[src/imuca_pkg.sv]
// ----------------------------------------------------------------------------
// imuca_pkg
// shared types, constants and tables for the complementary attitude filter
// ----------------------------------------------------------------------------
`default_nettype none

package imuca_pkg;

    localparam int CORDIC_STEPS    = 16;
    localparam int ANGLE_FRAC_BITS = 7;
    localparam int OUT_SHIFT       = 16 - ANGLE_FRAC_BITS;
    localparam int SQRT_STEPS      = 30;
    localparam int ARITH_STEPS     = 8;
    localparam int STEP_W          = 5;
    localparam int CW              = 34;
    localparam int CFG_IDX_W       = 2;

    localparam logic signed [33:0] Q16_180 = 34'sd11796480;
    localparam logic signed [33:0] Q16_360 = 34'sd23592960;

    typedef enum logic [CFG_IDX_W-1:0] {
        REG_BLEND_ALPHA = 2'd0,
        REG_GYRO_STEP   = 2'd1
    } cfg_reg_t;

    typedef struct packed {
        logic signed [15:0] accel_x;
        logic signed [15:0] accel_y;
        logic signed [15:0] accel_z;
        logic signed [15:0] gyro_x;
        logic signed [15:0] gyro_y;
        logic signed [15:0] gyro_z;
    } raw_sample_t;

    typedef struct packed {
        logic signed [15:0] roll_angle;
        logic signed [15:0] pitch_angle;
        logic signed [15:0] yaw_angle;
    } attitude_t;

    typedef enum logic [2:0] {
        ST_IDLE,
        ST_MAG,
        ST_SQRT,
        ST_PINIT,
        ST_PITCH,
        ST_PSAVE,
        ST_ARITH,
        ST_OUT
    } state_t;

    typedef struct packed {
        logic              load;
        logic              mag;
        logic              sqrt_en;
        logic              cordic_en;
        logic              init_pitch;
        logic              save_roll;
        logic              save_pitch;
        logic              arith_en;
        logic              out_load;
        logic [STEP_W-1:0] step;
    } cmd_t;

    // atan(2^-i) in q16 degrees
    function automatic logic [21:0] atan_q16(input logic [STEP_W-1:0] i);
        logic [21:0] v;
        begin
            unique case (i)
                5'd0:  v = 22'd2949120;
                5'd1:  v = 22'd1740967;
                5'd2:  v = 22'd919879;
                5'd3:  v = 22'd466945;
                5'd4:  v = 22'd234379;
                5'd5:  v = 22'd117304;
                5'd6:  v = 22'd58666;
                5'd7:  v = 22'd29335;
                5'd8:  v = 22'd14668;
                5'd9:  v = 22'd7334;
                5'd10: v = 22'd3667;
                5'd11: v = 22'd1833;
                5'd12: v = 22'd917;
                5'd13: v = 22'd458;
                5'd14: v = 22'd229;
                5'd15: v = 22'd115;
                5'd16: v = 22'd57;
                5'd17: v = 22'd29;
                5'd18: v = 22'd14;
                5'd19: v = 22'd7;
                5'd20: v = 22'd4;
                5'd21: v = 22'd2;
                5'd22: v = 22'd1;
                default: v = 22'd0;
            endcase
            return v;
        end
    endfunction

endpackage

`default_nettype wire

[src/imuca_ctrl.sv]
// ----------------------------------------------------------------------------
// imuca_ctrl
// sequencer for one sample: magnitude, sqrt with roll cordic, pitch, blend
// ----------------------------------------------------------------------------
`default_nettype none

module imuca_ctrl import imuca_pkg::*; (
    input  wire logic aclk,
    input  wire logic aresetn,
    input  wire logic s_valid,
    output logic      s_ready,
    output logic      m_valid,
    input  wire logic m_ready,
    output cmd_t      cmd
);

    state_t            state_reg, state_next;
    logic [STEP_W-1:0] cnt_reg, cnt_next;
    logic              m_valid_reg, m_valid_next;

    always_ff @(posedge aclk) begin
        if (!aresetn) begin
            state_reg   <= ST_IDLE;
            cnt_reg     <= '0;
            m_valid_reg <= 1'b0;
        end else begin
            state_reg   <= state_next;
            cnt_reg     <= cnt_next;
            m_valid_reg <= m_valid_next;
        end
    end

    always_comb begin
        state_next = state_reg;
        cnt_next   = cnt_reg;
        s_ready    = 1'b0;
        cmd        = '0;
        cmd.step   = cnt_reg;
        unique case (state_reg)
            ST_IDLE: begin
                s_ready = 1'b1;
                if (s_valid) begin
                    cmd.load   = 1'b1;
                    state_next = ST_MAG;
                end
            end
            ST_MAG: begin
                cmd.mag    = 1'b1;
                cnt_next   = '0;
                state_next = ST_SQRT;
            end
            ST_SQRT: begin
                cmd.sqrt_en   = 1'b1;
                cmd.cordic_en = cnt_reg < STEP_W'(CORDIC_STEPS);
                cmd.save_roll = cnt_reg == STEP_W'(CORDIC_STEPS);
                if (cnt_reg == STEP_W'(SQRT_STEPS - 1)) begin
                    state_next = ST_PINIT;
                end else begin
                    cnt_next = cnt_reg + 1'b1;
                end
            end
            ST_PINIT: begin
                cmd.init_pitch = 1'b1;
                cnt_next       = '0;
                state_next     = ST_PITCH;
            end
            ST_PITCH: begin
                cmd.cordic_en = 1'b1;
                if (cnt_reg == STEP_W'(CORDIC_STEPS - 1)) begin
                    state_next = ST_PSAVE;
                end else begin
                    cnt_next = cnt_reg + 1'b1;
                end
            end
            ST_PSAVE: begin
                cmd.save_pitch = 1'b1;
                cnt_next       = '0;
                state_next     = ST_ARITH;
            end
            ST_ARITH: begin
                cmd.arith_en = 1'b1;
                if (cnt_reg == STEP_W'(ARITH_STEPS - 1)) begin
                    state_next = ST_OUT;
                end else begin
                    cnt_next = cnt_reg + 1'b1;
                end
            end
            ST_OUT: begin
                if (!m_valid_reg || m_ready) begin
                    cmd.out_load = 1'b1;
                    state_next   = ST_IDLE;
                end
            end
            default: state_next = ST_IDLE;
        endcase
    end

    always_comb begin
        if (cmd.out_load) begin
            m_valid_next = 1'b1;
        end else if (m_ready) begin
            m_valid_next = 1'b0;
        end else begin
            m_valid_next = m_valid_reg;
        end
    end

    assign m_valid = m_valid_reg;

`ifndef SYNTHESIS
    a_load_starts: assert property (@(posedge aclk) disable iff (!aresetn)
        (s_valid && s_ready) |=> (state_reg == ST_MAG))
        else $error("accepted sample did not start magnitude step");
    a_out_valid: assert property (@(posedge aclk) disable iff (!aresetn)
        cmd.out_load |=> m_valid)
        else $error("result load did not raise valid");
    a_cmd_excl: assert property (@(posedge aclk) disable iff (!aresetn)
        $onehot0({cmd.load, cmd.mag, cmd.sqrt_en, cmd.init_pitch, cmd.save_pitch,
                  cmd.arith_en, cmd.out_load}))
        else $error("conflicting datapath commands");
    a_arith_range: assert property (@(posedge aclk) disable iff (!aresetn)
        (state_reg == ST_ARITH) |-> (cnt_reg < STEP_W'(ARITH_STEPS)))
        else $error("arithmetic step out of range");
`endif

endmodule

`default_nettype wire
[config.mk]
export PLATFORM = sky130hd
export DESIGN_NAME = imuca_ctrl
export DESIGN_NICKNAME = d
export VERILOG_FILES = /design/src/imuca_pkg.sv /design/src/imuca_ctrl.sv
export SDC_FILE = /design/constraint.sdc
export NUM_CORES = 1
export LEC_CHECK = 0
export ABC_AREA = 1
export CAP_MARGIN = 20
export CORE_AREA = 2 2 39 41
export CTS_BUF_LIST = sky130_fd_sc_hd__clkbuf_8
export DETAILED_ROUTE_END_ITERATION = 7
export DIE_AREA = 0 0 41 43
export DONT_BUFFER_PORTS = 1
export GPL_ROUTABILITY_DRIVEN = 0
export PLACE_DENSITY = 0.66
export SYNTH_ARGS = -nofsm -noshare
export SYNTH_HDL_FRONTEND = slang
export SYNTH_SLANG_ARGS = --single-unit
[constraint.sdc]
create_clock -name aclk -period 1.7 [get_ports aclk]
set_input_delay 0.255 -clock aclk [delete_from_list [all_inputs] [get_ports aclk]]
set_output_delay 0.255 -clock aclk [all_outputs]
set_load 0.005 [all_outputs]
# Word level (Yosys, flattened, before mapping)

Index checks and enable logic that the tools add are counted.
Widths: inputs -> output; s select.

Register bits: 9
Input port bits: 4

Add/sub/neg operators: 1
Order comparisons: 1
Equal/unequal tests: 19
Muxes and demuxes: 24
Reduce and logical (&&, ||, !) cells: 8

Operators by type and width:

| cell                | number |
|---|---|
| $pmux 3 s8          | 1 |
| $pmux 5 s4          | 1 |
| $ne 2x2->1 const B  | 8 |
| $mux 3              | 5 |
| $mux 5              | 3 |
| $mux 1              | 13 |
| $eq 3x3->1 const B  | 4 |
| $eq 5x5->1 const B  | 2 |
| $eq 3x2->1 const B  | 2 |
| $add 5x1->5 const B | 1 |
| $eq 5x3->1 const B  | 1 |
| $eq 5x4->1 const B  | 1 |
| $lt 5x5->1 const B  | 1 |
| $reduce_and 5->1    | 1 |
| $reduce_and 4->1    | 1 |
| $reduce_bool 4->1   | 1 |
| $eq 3x1->1 const B  | 1 |
| $logic_not 3->1     | 1 |
| $reduce_or 3->1     | 1 |
| $pmux 1 s2          | 1 |
| $reduce_bool 2->1   | 1 |
| $logic_not 1->1     | 1 |
| $logic_or 1x1->1    | 1 |

# Longest topological paths before layout

Gate-level depths: netlist of the first run.

Depth in word-level cells: 5
Mapped depth: 11
Mapped depth without buffers: 11

# Worst setup path before layout of the first run

No wires, ideal clock.

Path type: reg-to-reg
From: register cnt_reg[0]
To: register cnt_reg[1]
Arrival time: 1.391 ns
Required time: 1.589 ns
Setup slack: 0.198 ns
Stages on the path, launching flop included: 12
Period minus slack after synthesis: 1.502 ns
Cell sequence: dfxtp_1 -> ha_1 -> nand2_1 -> nor2_1 -> ha_1 -> inv_1 -> nor2_1 -> nor2_4 -> nand2_4 -> nand2_1 -> nand2_1 -> nor2_1

Word-level cells in the longest chain between the ends: 3
Elaborated cells between the ends (all ways): 12
Classes of those cells: 1 x add/sub; 6 x eq/ne; 4 x mux; 1 x reduce/logical

Ends and longest elaborated chain:

| what                                           | RTL line                                             | RTL |
|---|---|---|
| start: declaration                             | imuca_ctrl.sv:18                                     | `logic [STEP_W-1:0] cnt_reg, cnt_next;` |
| start signal: assignment                       | imuca_ctrl.sv:28                                     | `cnt_reg <= cnt_next;` |
| $add 5x1->5 (tied with other cells)            | imuca_ctrl.sv:59, imuca_ctrl.sv:72, imuca_ctrl.sv:85 |  |
| $mux 5 (tied with other cells)                 | imuca_ctrl.sv:82                                     | `if (cnt_reg == STEP_W'(ARITH_STEPS - 1)) begin` |
| $pmux 5 s4 or $reduce_and 4->1 (tied branches) | -                                                    |  |

Parallel ways exist; a longest one is shown, timed or not. The select of a mux whose other input is x is not followed.
A chain may end at the register's enable or synchronous reset.

==> flow_summary.toml, run 1 <==
[outcome]
status = "finished, final reports clean"

[worst_setup_path]
cp_slowest_stage_delay_ns = 0.31
start_kind = "flip-flop"
crit_arrival_ns = 1.32
reg2regPathDepth = 11
path_cells = "buf_4 > inv_1 > ha_1 > nand2_1 > nor4_1"
path_max_fanout = 6
worstSetupPathType = "reg2out"
worstPathRequired_ns = 1.44
slowest_stage = "dfxtp_1"
end_kind = "primary output"

[timing]
min_period_ns = 1.574
fin_skew_ns = 0.0002828
rsz0062_at_grt = "no"
maxSlewViolCount = 0
final-setup-viol-count = 0
tightestPinTransition_ns = 0.3357
fin_crit_sh = 0.9257
final_hold_viol_count = 0
holdWs_ns = 0.1324
slew-limit-headroom = 0.7741
fmax_mhz = 635.5
tns_ns = 0

[yosys]
ys_seq_area_frac = 0.2647
syn_area_um2 = 680.7
synth_seq_cells = 9
synth_nets = 116
syn_inst = 108
synth_cell_types = 24
syn-mean-instance-area_um2 = 6.302
synth_warnings = 0

[min_path]
hold_path_depth = 1
holdCritPathClass = "in2reg"

[clock_tree]
numCtsBuffers = 3
clock_sinks = 9
root_buffer = "clkbuf_8"
htreeDepth = 1
post-cts-setup-buffers = 0
cts_resized = 0
cts_hold_buf = 0
cts_tree = "yes"
clockBufferDepth = 2
clk_pin_slew_ns = 0.05
clk_latency_ns = 0.24

[final_layout]
insertedDiodeCount = 0
largest_register_ffs = 5
final_common_cell = "nand2_1"
layout-drive-gt1-share = 0.1518
nets = 121
fill_cells = 146
syn_to_final_growth_pct = 9.375
final_cell_mix = "27 x nand2_1, 18 x nor2_1, 15 x inv_1"
utilization = 0.5380
final_area_um2 = 744.5

[floorplanning]
die_w_um = 41
dieArea_um2 = 1763
die_h_um = 43
core_area_um2 = 1384
initial_utilization = 0.4919
rows = 14
io_pins = 20

[place]
hpwl_um = 1205
placed_cell_area_um2 = 699.4
port_buffers = 0

[job]
drv_cap = 0

[pwr]
p_per_area_nw_per_um2 = 1657
leakage_nw = 0.3548
vdd_drop_max_mv = 0.8096

[grt]
antenna_found_initial = 0
grt_first_pass_wirelength_um = 2649
gr-total-overflow = 0
track_usage = 0.2271
grt_max_degree = 9
first_global_vias = 633

[drt]
wire_per_inst_um = 12.57
drt-initial-drc-count = 28
vias = 691
drc_errors = 0
firstDrtPassIters = 4
postRouteAntennaNets = 0
routed_wl_um = 1609
viasPerCell = 5.398
## synthesized netlist by cell type, drive strengths merged
cell type | instances | area share
a211oi | 1 | 0.011
a21oi | 5 | 0.037
buf | 3 | 0.035
dfxtp | 9 | 0.26
ha | 4 | 0.074
inv | 16 | 0.092
nand2 | 29 | 0.17
nand3 | 10 | 0.074
nand3b | 1 | 0.011
nand4 | 1 | 0.0092
nor2 | 23 | 0.16
nor4 | 1 | 0.0092
o21a | 1 | 0.011
o21ai | 1 | 0.0073
or2 | 2 | 0.018
xnor2 | 1 | 0.013
## metrics by stage
stage / std cells / worst slack (ns) / total power, mW
finish: 128 / 0.1263 / 1.234
global route: 128 / 0.007151 / 1.369
CTS: 128 / 0.1239 / 1.236
detailed placement: 124 / 0.1621 / 0.9769
global placement: 124 / 0.2352 / 0.9521
floorplan: 108 / 0.1977 / 0.8267
## logic make-up after synthesis
logic type / share of synthesized area
AO/OA/AOI/OAI: 0.06617
XOR/XNOR: 0.01287
buffers and inverters: 0.1268
adder cells (fa/ha/maj): 0.07353
flip-flops: 0.2647
AND/OR/NAND/NOR: 0.4559
## cell type report
cell class / instances / area [um^2] / share of cell area
clock buffers: 3 / 41.29 / 0.05546
clock inverters: 1 / 3.754 / 0.005042
inverters: 16 / 62.56 / 0.08403
multi-input cells: 80 / 414.1 / 0.5563
flip-flops and latches: 9 / 180.2 / 0.2420
well taps: 16 / 20.02 / 0.02689
repair buffers: 3 / 22.52 / 0.03025
## path summary, 6_finish.rpt
kind	startpoint	to	slack (ns)
max	cnt_reg[0]	cmd[8]	0.13
min	aresetn	m_valid	0.13
max reg2reg	cnt_reg[0]	cnt_reg[1]	0.14
min reg2reg	state_reg[0]	state_reg[0]	0.57
## metal layers
| metal | track usage | part of all wire | up-vias |
|---|---|---|---|
| met5 | 0 | 0 | - |
| li1 | - | - | 341 |
| met4 | 0.1267 | 0.014 | 0 |
| met1 | 0.2935 | 0.44 | 317 |
| met2 | 0.3156 | 0.47 | 30 |
| met3 | 0.07853 | 0.075 | 3 |
## worst max-delay path, delay by kind of cell, from the launching register on
kind | cells | cell delay, ns
adder cells (fa/ha/maj) | 1 | 0.16
buffers and inverters | 2 | 0.25
flip-flops | 1 | 0.31
AND/OR/NAND/NOR | 2 | 0.36
## power breakdown
group | internal [mW] | total, mW | switching, mW
logic | 0.227 | 0.622 | 0.395
registers | 0.274 | 0.357 | 0.0829
clock network | 0.158 | 0.254 | 0.0961
(Power assumes the default switching activity.)
==> inputs of run 2 (changes only) <==
--- a/config.mk
+++ b/config.mk
@@ -7,13 +7,14 @@
 export LEC_CHECK = 0
 export ABC_AREA = 1
 export CAP_MARGIN = 20
-export CORE_AREA = 2 2 39 41
+export CELL_PAD_IN_SITES_DETAIL_PLACEMENT = 0
+export CELL_PAD_IN_SITES_GLOBAL_PLACEMENT = 1
+export CORE_UTILIZATION = 43
 export CTS_BUF_LIST = sky130_fd_sc_hd__clkbuf_8
 export DETAILED_ROUTE_END_ITERATION = 7
-export DIE_AREA = 0 0 41 43
 export DONT_BUFFER_PORTS = 1
 export GPL_ROUTABILITY_DRIVEN = 0
-export PLACE_DENSITY = 0.66
+export PLACE_DENSITY_LB_ADDON = 0.1
 export SYNTH_ARGS = -nofsm -noshare
 export SYNTH_HDL_FRONTEND = slang
 export SYNTH_SLANG_ARGS = --single-unit
==> flow_summary.toml, run 2 (synthesis gave the netlist of run 1 again) <==
[pwr]
vdd_drop_max_mv = 0.8437
p_per_area_nw_per_um2 = 1585
leakage_nw = 0.3545

[final_layout]
utilization = 0.5475
nets = 121
insertedDiodeCount = 0
layout-drive-gt1-share = 0.1786
final_common_cell = "nand2_1"
final_area_um2 = 757.0
syn_to_final_growth_pct = 11.21
largest_register_ffs = 5
final_cell_mix = "27 x nand2_1, 17 x nor2_1, 15 x inv_1"

[timing]
tns_ns = 0
min_period_ns = 1.568
tightestPinTransition_ns = 0.3442
final_hold_viol_count = 0
slew-limit-headroom = 0.7685
fin_crit_sh = 0.9222
rsz0062_at_grt = "no"
final-setup-viol-count = 0
fin_skew_ns = 0.004192
setup_slack_ns = 0.1323
fmax_mhz = 637.9
maxSlewViolCount = 0

[clock_tree]
htreeDepth = 1
cts_hold_buf = 0
root_buffer = "clkbuf_8"
cts_tree = "yes"
post-cts-setup-buffers = 0
clk_latency_ns = 0.23
clockBufferDepth = 2
clock_sinks = 9
cts_resized = 0
clk_pin_slew_ns = 0.05
numCtsBuffers = 3

[drt]
postRouteAntennaNets = 0
firstDrtPassIters = 4
vias = 658
drt-initial-drc-count = 11
wire_per_inst_um = 11.38
viasPerCell = 5.181
drc_errors = 0
routed_wl_um = 1445

[floorplanning]
die_h_um = 41.79
core_area_um2 = 1383
io_pins = 20
dieArea_um2 = 1746
die_w_um = 41.79
rows = 13
initial_utilization = 0.4923

[worst_setup_path]
crit_arrival_ns = 1.31
path_max_fanout = 6
start_kind = "flip-flop"
worstSetupPathType = "reg2out"
worstPathRequired_ns = 1.44
end_kind = "primary output"

[place]
pre_cts_slack_ns = 0.1136
port_buffers = 0
hpwl_um = 1129
placed_cell_area_um2 = 698.2

[grt]
first_global_vias = 558
track_usage = 0.1821
antenna_found_initial = 0
grt_first_pass_wirelength_um = 2539
gr-total-overflow = 0
grt_max_degree = 9

[min_path]
holdCritPathClass = "in2reg"

[outcome]
status = "finished, final reports clean"

[job]
drv_cap = 0
-- run 2: cell counts in the layout (fill, tap and decap cells not counted) --
Identical to the previous run, type by type.
-- run 2: path summary, 6_finish.rpt --
kind,startpoint,end,slack (ns),depth (start not counted)
setup reg to reg,cnt_reg[1],cnt_reg[1],0.18,11
hold / removal,aresetn,m_valid,0.15,1
hold reg to reg,state_reg[0],state_reg[0],0.55,2
setup / recovery,cnt_reg[0],cmd[8],0.13,5
-- run 2: cell type report --
class	count	area (um^2)
flip-flops and latches	9	183.9
fillers	137	625.6
repair buffers	3	22.52
inverters	16	62.56
clock buffers	3	41.29
clock inverters	1	3.754
multi-input cells	80	424.2
well taps	15	18.77
-- run 2: power by group --
part,total [mW],leakage [nW],switching [mW],internal (mW)
combinational,0.595,0.253,0.379,0.216
clock,0.234,0.0269,0.0773,0.157
sequential,0.371,0.0743,0.0887,0.282
-- run 2: critical path: stages, from the launching register on --
cell and delay (ns):
dfxtp_1 0.31, buf_4 0.16, inv_1 0.09, ha_1 0.15, nand2_1 0.05, nor4_1 0.32
-- run 2: through the flow --
| step | std cells | hold slack, ns | power, mW |
|---|---|---|---|
| after global placement | 123 | 0.3760 | 0.9441 |
| final | 127 | 0.1527 | 1.200 |
| after global routing | 127 | 0.1560 | 1.335 |
| after CTS | 127 | 0.1504 | 1.185 |
| after floorplan | 108 | 0.3726 | 0.8267 |
| after detailed placement | 123 | 0.3818 | 0.9467 |
-- run 2: routing by layer --
metal,global-route usage,vias up,share of wire
li1,-,344,-
met1,0.2711,290,0.49
met2,0.2625,22,0.43
met3,0.01739,2,0.064
met4,0.07742,0,0.0097
met5,0,-,0
==> inputs of run 3 (changes only) <==
--- a/config.mk
+++ b/config.mk
@@ -5,11 +5,11 @@
 export SDC_FILE = /design/constraint.sdc
 export NUM_CORES = 1
 export LEC_CHECK = 0
-export ABC_AREA = 1
+export ABC_AREA = 0
 export CAP_MARGIN = 20
 export CELL_PAD_IN_SITES_DETAIL_PLACEMENT = 0
 export CELL_PAD_IN_SITES_GLOBAL_PLACEMENT = 1
-export CORE_UTILIZATION = 43
+export CORE_UTILIZATION = 46
 export CTS_BUF_LIST = sky130_fd_sc_hd__clkbuf_8
 export DETAILED_ROUTE_END_ITERATION = 7
 export DONT_BUFFER_PORTS = 1
==> flow_summary.toml, run 3 <==
[yosys]
syn-mean-instance-area_um2 = 8.302
synth_seq_cells = 9
yosysTopAreaCellShare = 0.2553
async_reset_ff_frac = 0
syn_area_um2 = 705.7
synthTopCellsByArea = "dfxtp_1 26%, ha_1 7.1%, nand3_1 6.4%"
yosysTopAreaCell = "dfxtp_1"
syn_inst = 85
synth_flop_cell = "dfxtp_1"
synth-edff-count = 0
synth_cell_types = 35
synth_commonest_cells = "9 x dfxtp_1, 9 x nand3_1, 5 x inv_1"
synth_warnings = 0
ys_seq_area_frac = 0.2553
synth_nets = 93

[job]
drv_cap = 0

[timing]
rsz0062_at_grt = "no"
min_period_ns = 1.631
final_hold_viol_count = 0
final-setup-viol-count = 0
fin_crit_sh = 0.9597
tns_ns = 0
fmax_mhz = 613.0
slew-limit-headroom = 0.7232
fin_skew_ns = 0.008264
tightestPinTransition_ns = 0.4146
maxSlewViolCount = 0

[final_layout]
final_common_cell = "buf_4"
layout-drive-gt1-share = 0.3077
insertedDiodeCount = 0
largest_register_ffs = 5
final_area_um2 = 817.0
final_cell_mix = "10 x buf_4, 9 x nand3_1, 8 x dfxtp_1"
syn_to_final_growth_pct = 15.78
nets = 100

[worst_setup_path]
start_kind = "flip-flop"
end_kind = "flip-flop"
reg2regPathDepth = 7
cp_num_cells = 7
cp_slowest_stage_delay_ns = 0.31
rr_startpoint = "cnt_reg[0]"
slowest_stage = "dfxtp_1"
path_max_fanout = 2
worstPathRequired_ns = 1.82
crit_arrival_ns = 1.76
r2r_end = "state_reg[0]"
cp.buffers_inverters = 0
crit_top_cell = "ha_2"
reg2reg_slack_ns = 0.07
path_cells = "ha_2 > and3_2 > ha_2 > mux2_2 > o22ai_2 > o32ai_1 > and2_1"
critical_path.top_delay_family = "simple AND/OR/NAND/NOR gates"
worstSetupPathType = "reg2reg"

[drt]
drt-initial-drc-count = 15
wire_per_inst_um = 14.74
postRouteAntennaNets = 0
vias = 633
viasPerCell = 5.972
routed_wl_um = 1562
drc_errors = 0
firstDrtPassIters = 4

[floorplanning]
dieArea_um2 = 1695
rows = 13
die_h_um = 41.17
io_pins = 20
initial_utilization = 0.5165
core_area_um2 = 1366
die_w_um = 41.17

[place]
hpwl_um = 1101
placed_cell_area_um2 = 749.5
port_buffers = 0

[grt]
gr-total-overflow = 0
grt_first_pass_wirelength_um = 2263
track_usage = 0.2132
grt_max_degree = 15
antenna_found_initial = 0
first_global_vias = 525

[clock_tree]
clock_sinks = 9
clk_latency_ns = 0.24
cts_tree = "yes"
clk_pin_slew_ns = 0.05
htreeDepth = 1
numCtsBuffers = 3
clockBufferDepth = 2
root_buffer = "clkbuf_8"

[pwr]
leakage_nw = 0.3351
vdd_drop_max_mv = 0.4675
p_per_area_nw_per_um2 = 826.9

[min_path]
hold_path_end = "state_reg[0]"
hold_path_depth = 1
hp-start = "aresetn"
holdCritPathClass = "in2reg"

[outcome]
status = "finished, final reports clean"
run 3: cell count changes after synthesis, moves of 3 or more:
cell,before,now
nand2_1,27,4
nor2_1,18,3
inv_1,14,5
nor3b_1,0,4
buf_4,1,4
clkbuf_1,0,3
nor2_2,3,0
nor3_1,0,3
run 3: repair_timing:
item | CTS | global route
endpoints found under the hold margin | 0 | 0
pin swaps | 0 | 2
buffers inserted | 0 | 0
endpoints found under the setup margin | 1 | 5
resized for setup | 2 | 4
hold buffers | 0 | 0
run 3: through the flow:
| stage | power, mW | hold slack, ns | worst slack (ns) | instances | utilization |
|---|---|---|---|---|---|
| 5_1_grt | 0.7147 | 0.1474 | 0.003356 | 106 | 0.5980 |
| 2_1_floorplan | 0.3866 | 0.4578 | 0.01693 | 85 | - |
| 3_5_place_dp | 0.4199 | 0.3834 | 0.03219 | 102 | 0.5485 |
| 4_1_cts | 0.6751 | 0.1410 | 0.01811 | 106 | 0.5861 |
| 6_report | 0.6756 | 0.1466 | 0.06855 | 106 | 0.5980 |
| 3_3_place_gp | 0.4181 | 0.3819 | 0.03147 | 102 | 0.5485 |
run 3: logic make-up (layout without fill, tap and decap cells):
family                   Yosys count  count (layout)  share of synthesized area
multiplexers                       2               2                    0.03014
AND/OR/NAND/NOR                   42              42                     0.3794
adder cells (fa/ha/maj)            4               4                    0.07092
AO/OA/AOI/OAI                     14              14                     0.1578
buffers and inverters             14              20                     0.1064
flip-flops                         9               9                     0.2553
run 3: worst max path at each step:
stage,from,to,slack [ns]
after floorplan,cnt_reg[0],state_reg[0],0.02
after global placement,cnt_reg[0],state_reg[0],0.03
after detailed placement,cnt_reg[0],state_reg[0],0.03
after CTS,cnt_reg[0],state_reg[0],0.02
after global routing,cnt_reg[0],cnt_reg[0],0.003
final,cnt_reg[0],state_reg[0],0.07
run 3: layer usage:
metal	GRT usage	routed length (um)
met1	0.2857	797
met2	0.2930	664
met3	0.07065	87
met4	0.1210	12
met5	0	0
run 3: cell type report:
| class | count | area (um^2) |
|---|---|---|
| clock buffer | 3 | 41.29 |
| clock inverter | 1 | 3.754 |
| fill | 135 | 549.3 |
| inverter | 6 | 22.52 |
| multi-input combinational | 62 | 474.2 |
| sequential | 9 | 181.4 |
| tap | 15 | 18.77 |
| timing repair buffer | 10 | 75.07 |
run 3: power by group:
part	switching (mW)	total (mW)	leakage [nW]	internal (mW)
clock	0.0923	0.250	0.0269	0.158
sequential	0.0283	0.258	0.0737	0.229
combinational	0.0839	0.168	0.234	0.0839
